File: src/design/assert_macros.svh
// assertion macros used by b2d_emitter
// no dependencies; expects clk and rst_n in the enclosing module
`ifndef ASSERT_MACROS_SVH
`define ASSERT_MACROS_SVH
`ifndef SYNTHESIS
`define B2D_ASSERT(label, prop) \
    label: assert property (@(posedge clk) disable iff (!rst_n) prop) \
        else $error("assertion failed");
`define B2D_ASSERT_NEXT(label, cond, prop) \
    label: assert property (@(posedge clk) disable iff (!rst_n) (cond) |=> (prop)) \
        else $error("assertion failed");
`else
`define B2D_ASSERT(label, prop)
`define B2D_ASSERT_NEXT(label, cond, prop)
`endif
`endif

File: src/design/b2d_pkg.sv
// types and constants for the binary to decimal ascii converter
// no dependencies
package b2d_pkg;
    localparam int VALUE_W    = 31;
    localparam int NUM_DIGITS = 10;
    localparam int BCD_W      = 4 * NUM_DIGITS;
    localparam int CHAR_W     = 6;
    localparam int IDX_W      = 4;
    localparam logic [1:0] ASCII_ZERO_HI = 2'b11;

    typedef struct packed {
        logic [BCD_W-1:0]   bcd;
        logic [VALUE_W-1:0] bin;
    } dab_t;
endpackage

File: src/design/b2d_dabble_stage.sv
// one pipeline stage of the shift-add-3 conversion, STEPS input bits per stage
// depends on b2d_pkg
module b2d_dabble_stage #(
    parameter int STEPS = 8
) (
    input  logic          clk,
    input  logic          rst_n,
    input  logic          in_valid,
    output logic          in_ready,
    input  b2d_pkg::dab_t in_data,
    output logic          out_valid,
    input  logic          out_ready,
    output b2d_pkg::dab_t out_data
);
    import b2d_pkg::*;

    logic valid_reg;
    dab_t data_reg;
    dab_t data_next;

    always_comb
    begin
        logic [BCD_W+VALUE_W-1:0] acc;
        acc = in_data;
        for (int s = 0; s < STEPS; s++)
        begin
            for (int d = 0; d < NUM_DIGITS; d++)
            begin
                if (acc[VALUE_W+4*d +: 4] >= 4'd5)
                begin
                    acc[VALUE_W+4*d +: 4] = acc[VALUE_W+4*d +: 4] + 4'd3;
                end
            end
            acc = {acc[BCD_W+VALUE_W-2:0], 1'b0};
        end
        data_next = acc;
    end

    assign in_ready  = !valid_reg || out_ready;
    assign out_valid = valid_reg;
    assign out_data  = data_reg;

    always_ff @(posedge clk or negedge rst_n)
    begin
        if (!rst_n)
        begin
            valid_reg <= 1'b0;
        end
        else if (in_ready)
        begin
            valid_reg <= in_valid;
        end
    end

    always_ff @(posedge clk)
    begin
        if (in_ready && in_valid)
        begin
            data_reg <= data_next;
        end
    end
endmodule

File: src/design/b2d_emitter.sv
// digit emitter: counts significant digits (at most MAX_DIGITS) and sends them msd first
// depends on b2d_pkg and assert_macros.svh
`include "assert_macros.svh"
module b2d_emitter #(
    parameter int MAX_DIGITS = 10
) (
    input  logic                       clk,
    input  logic                       rst_n,
    input  logic                       in_valid,
    output logic                       in_ready,
    input  logic [b2d_pkg::BCD_W-1:0]  in_bcd,
    output logic                       out_valid,
    input  logic                       out_ready,
    output logic [b2d_pkg::CHAR_W-1:0] out_char,
    output logic                       out_last
);
    import b2d_pkg::*;

    localparam int CAP = (MAX_DIGITS < NUM_DIGITS) ? MAX_DIGITS : NUM_DIGITS;

    logic             busy_reg;
    logic [IDX_W-1:0] idx_reg;
    logic [IDX_W-1:0] idx_next;
    logic [BCD_W-1:0] bcd_reg;
    logic [3:0]       digit;

    always_comb
    begin
        logic [IDX_W-1:0] n;
        n = IDX_W'(1);
        for (int d = 0; d < NUM_DIGITS; d++)
        begin
            if (in_bcd[4*d +: 4] != 4'd0)
            begin
                n = IDX_W'(d + 1);
            end
        end
        if (n > IDX_W'(CAP))
        begin
            n = IDX_W'(CAP);
        end
        idx_next = n - IDX_W'(1);
    end

    assign digit     = bcd_reg[{idx_reg, 2'b00} +: 4];
    assign out_char  = {ASCII_ZERO_HI, digit};
    assign out_last  = (idx_reg == '0);
    assign out_valid = busy_reg;
    assign in_ready  = !busy_reg || (out_ready && out_last);

    always_ff @(posedge clk or negedge rst_n)
    begin
        if (!rst_n)
        begin
            busy_reg <= 1'b0;
            idx_reg  <= '0;
        end
        else if (in_ready)
        begin
            busy_reg <= in_valid;
            idx_reg  <= in_valid ? idx_next : '0;
        end
        else if (out_ready)
        begin
            idx_reg <= idx_reg - IDX_W'(1);
        end
    end

    always_ff @(posedge clk)
    begin
        if (in_ready && in_valid)
        begin
            bcd_reg <= in_bcd;
        end
    end

    `B2D_ASSERT(a_idx_range, busy_reg |-> (idx_reg < IDX_W'(CAP)))
    `B2D_ASSERT(a_char_digit, busy_reg |-> (digit <= 4'd9))
    `B2D_ASSERT_NEXT(a_run_continues, busy_reg && out_ready && !out_last,
        busy_reg && (idx_reg == $past(idx_reg) - IDX_W'(1)))
endmodule

File: src/design/binary_to_decimal_ascii.sv
// Converts a 31-bit unsigned integer to its decimal ASCII digits, most
// significant first, no leading zeros (zero gives one '0'), tlast on the final
// digit. Four shift-add-3 stages sit before the emitter; each stage and the
// emitter register a value before its first digit is offered. A new value can
// enter each cycle while the emitter does not hold the stages. The single
// digit emitter sends 1 to min(MAX_DIGITS, 10) characters per value, one per cycle
// while m_tready is high. Depends on b2d_pkg, b2d_dabble_stage and b2d_emitter.
module binary_to_decimal_ascii #(
    parameter int MAX_DIGITS = 10
) (
    input  logic        clk,
    input  logic        rst_n,
    input  logic        s_tvalid,
    output logic        s_tready,
    input  logic [31:0] s_tdata,   // [30:0] value
    output logic        m_tvalid,
    input  logic        m_tready,
    output logic [7:0]  m_tdata,   // [5:0] character
    output logic        m_tlast
);
    import b2d_pkg::*;

    logic [4:0] v;
    logic [4:0] r;
    dab_t       d [5];
    logic [CHAR_W-1:0] ch;

    assign v[0]     = s_tvalid;
    assign s_tready = r[0];
    assign d[0]     = {{BCD_W{1'b0}}, s_tdata[VALUE_W-1:0]};

    b2d_dabble_stage #(.STEPS(8)) u_st0 (.clk, .rst_n, .in_valid(v[0]), .in_ready(r[0]),
        .in_data(d[0]), .out_valid(v[1]), .out_ready(r[1]), .out_data(d[1]));
    b2d_dabble_stage #(.STEPS(8)) u_st1 (.clk, .rst_n, .in_valid(v[1]), .in_ready(r[1]),
        .in_data(d[1]), .out_valid(v[2]), .out_ready(r[2]), .out_data(d[2]));
    b2d_dabble_stage #(.STEPS(8)) u_st2 (.clk, .rst_n, .in_valid(v[2]), .in_ready(r[2]),
        .in_data(d[2]), .out_valid(v[3]), .out_ready(r[3]), .out_data(d[3]));
    b2d_dabble_stage #(.STEPS(7)) u_st3 (.clk, .rst_n, .in_valid(v[3]), .in_ready(r[3]),
        .in_data(d[3]), .out_valid(v[4]), .out_ready(r[4]), .out_data(d[4]));

    b2d_emitter #(.MAX_DIGITS(MAX_DIGITS)) u_emit (
        .clk, .rst_n,
        .in_valid(v[4]), .in_ready(r[4]), .in_bcd(d[4].bcd),
        .out_valid(m_tvalid), .out_ready(m_tready), .out_char(ch), .out_last(m_tlast)
    );

    assign m_tdata = {2'b00, ch};
endmodule
File: config.mk
export PLATFORM = sky130hd
export DESIGN_NAME = binary_to_decimal_ascii
export DESIGN_NICKNAME = d
export VERILOG_FILES = /design/src/design/b2d_pkg.sv /design/src/design/b2d_dabble_stage.sv /design/src/design/b2d_emitter.sv /design/src/design/binary_to_decimal_ascii.sv
export VERILOG_INCLUDE_DIRS = /design/src /design/src/design
export SDC_FILE = /design/constraint.sdc
export NUM_CORES = 1
export LEC_CHECK = 0
export ABC_AREA = 0
export BUFFER_PORTS_ARGS = -buffer_cell sky130_fd_sc_hd__buf_2
export CORE_MARGIN = 2
export CORE_UTILIZATION = 40
export CTS_BUF_LIST = sky130_fd_sc_hd__clkbuf_4 sky130_fd_sc_hd__clkbuf_8 sky130_fd_sc_hd__clkbuf_16
export DETAILED_ROUTE_END_ITERATION = 7
export PLACE_DENSITY = 0.65
export SYNTH_ARGS = -nofsm -noshare
export SYNTH_HDL_FRONTEND = slang
export SYNTH_HIERARCHICAL = 1
export SYNTH_SLANG_ARGS = --single-unit
File: constraint.sdc
create_clock -name clk -period 6.8 [get_ports clk]
set_input_delay 1.36 -clock clk [delete_from_list [all_inputs] [get_ports clk]]
set_output_delay 1.36 -clock clk [all_outputs]
set_load 0.1 [all_outputs]
==> results_dict.tcl <==
set metrics [dict create \
    final_layout_size_suffix_gt1_share_pct 17.11 \
    r2r_start "u_st1/out_data[55]$_DFFE_PP_" \
    crit_family "compound AO/OA/AOI/OAI gates" \
    clk_latency_ns 0.59 \
    wl_um 120500 \
    syn_avg_cell_area_um2 7.595 \
    multiInputGateArea_um2 41800 \
    postCtsHoldBufs 0 \
    dp_hpwl_um 91630 \
    cts_max_path_buffers 3 \
    hold_viol 0 \
    antenna_cells 0 \
    outcome "finished clean" \
    required_ns 7.13 \
    cts_tree "built" \
    cp_slowest_cell "o32a_2" \
    start_kind "register" \
    fin_nets 7176 \
    drv_cap 0 \
    slew_headroom_pct 32.99 \
    root_buffer "clkbuf_16" \
    routabilityCongestion 0.8600 \
    cts-buffers-inserted 34 \
    io_pins 47 \
    crit_buf_inv 5 \
    slew_viol_final 0 \
    dieArea_um2 129400 \
    cts_num_sinks 254 \
    crit_cells 32 \
    min_from "u_st1/out_data[23]$_DFFE_PP_" \
    post-route-period-util_pct 95.97 \
    cp-startpoint "u_st1/out_data[55]$_DFFE_PP_" \
    grt_antenna_before_repair 1 \
    synth_warnings 6 \
    fill_cells 12574 \
    grt_pass1_wl_um 204400 \
    largest_reg_flops 63 \
    slowest_delay_ns 0.43 \
    wl_per_cell_um 14.05 \
    drt_pass1_iterations 6 \
    place_area_um2 53890 \
    grt_max_degree 56 \
    postRouteAntennaNets 0 \
    core_um2 125600 \
    vias 50544 \
    avgViaCountPerCell 5.890 \
    seq_area_um2 7582 \
    drt_drc_violations_left 0 \
    fmax_ghz 0.1532 \
    dieHeight_um 359.7 \
    area_growth_pct 11.14 \
    layout_commonest_cell "nand2_1" \
    setup_violations 0 \
    row_count 130 \
    drtIter0Drc 3464 \
    final.min_clock_period_ns 6.526 \
    mostFrequentLayoutCells "nand2_1 (592), nor2_1 (543), a21oi_1 (453)" \
    hold_class "register to register" \
    port_buffers 41 \
    worstMarginPinSlew_ns 0.9980 \
    stdcell_area_um2 56250 \
    crit_fanout 4 \
    worstSetupPathType "register to register" \
    crit_end "u_st2/out_data[66]$_DFFE_PP_" \
    fin_skew_ns 0.03003 \
    r2r_end "u_st2/out_data[66]$_DFFE_PP_" \
    arrival_ns 6.86 \
    syn-cell-area_um2 50610 \
    reg2reg_depth 32 \
    overflow 0 \
    grt_pass1_vias 45591 \
    reg2reg_slack_ns 0.27 \
    endpoint_kind "register" \
    final_util_pct 44.80 \
    path_clk_slew_ns 0.06 \
    dieWidth_um 359.7 \
    syn_inst 6664 \
    track_usage_pct 17.36 \
    htree_levels 2 \
    initial_core_util_pct 40.30 \
]
layer usage:
metal | part of all wire [%] | up-vias | global-route usage (%)
li1 | - | 25938 | -
met4 | 1.9 | 0 | 4.243
met5 | 0 | - | 0
met3 | 3.0 | 134 | 1.514
met1 | 47 | 23604 | 22.56
met2 | 48 | 868 | 30.81
worst register-to-register path: cells and delay by family, from the launching register on:
family / cells / cell delay (ns)
flip-flops: 1 / 0.39
adder cells (fa/ha/maj): 6 / 1.30
multiplexers: 3 / 0.69
XOR/XNOR: 2 / 0.32
AO/OA/AOI/OAI: 9 / 1.95
buffers and inverters: 5 / 0.41
AND/OR/NAND/NOR: 7 / 1.19
worst min-delay path by stage:
| stage | to | depth (start not counted) |
|---|---|---|
| 2_1_floorplan | u_emit/bcd_reg[0]$_DFFE_PP_ | 0 |
| 3_3_place_gp | u_st1/out_data[20]$_DFFE_PP_ | 0 |
| 3_5_place_dp | u_emit/bcd_reg[0]$_DFFE_PP_ | 0 |
| 4_1_cts | u_st1/out_data[23]$_DFFE_PP_ | 0 |
| 5_1_grt | u_st1/out_data[29]$_DFFE_PP_ | 0 |
| 6_report | u_st2/out_data[31]$_DFFE_PP_ | 0 |
per-stage QoR:
| stage | instances | setup slack (ns) | hold slack [ns] | setup TNS, ns |
|---|---|---|---|---|
| floorplan | 6824 | 0.002876 | 0.4003 | 0 |
| detailed placement | 8468 | -0.007360 | 0.4045 | -0.007360 |
| finish | 8582 | 0.2738 | 0.4172 | 0 |
| CTS | 8529 | 0.02823 | 0.4196 | 0 |
| global route | 8582 | -0.04887 | 0.4239 | -0.3444 |
| global placement | 8468 | 0.1408 | 0.4012 | 0 |
cell type report:
| cell class | count | share of cell area (%) |
|---|---|---|
| clock buffer | 41 | 1.606 |
| multi-input combinational | 5942 | 74.30 |
| timing repair buffer | 301 | 3.848 |
| inverter | 374 | 2.509 |
| tap | 1650 | 3.670 |
| sequential | 254 | 13.48 |
| clock inverter | 20 | 0.5850 |
what timing repair did:
| action | 4_1_cts | 5_1_grt |
|---|---|---|
| endpoints found under the hold margin | 0 | 0 |
| setup buffers | 0 | 53 |
| endpoints found under the setup margin | 4 | 90 |
| pin swaps | 1 | 35 |
| gates resized for setup | 1 | 173 |
Power is not shown: default switching activity piles up to over one toggle a cycle in this logic, so the estimate is an artifact.
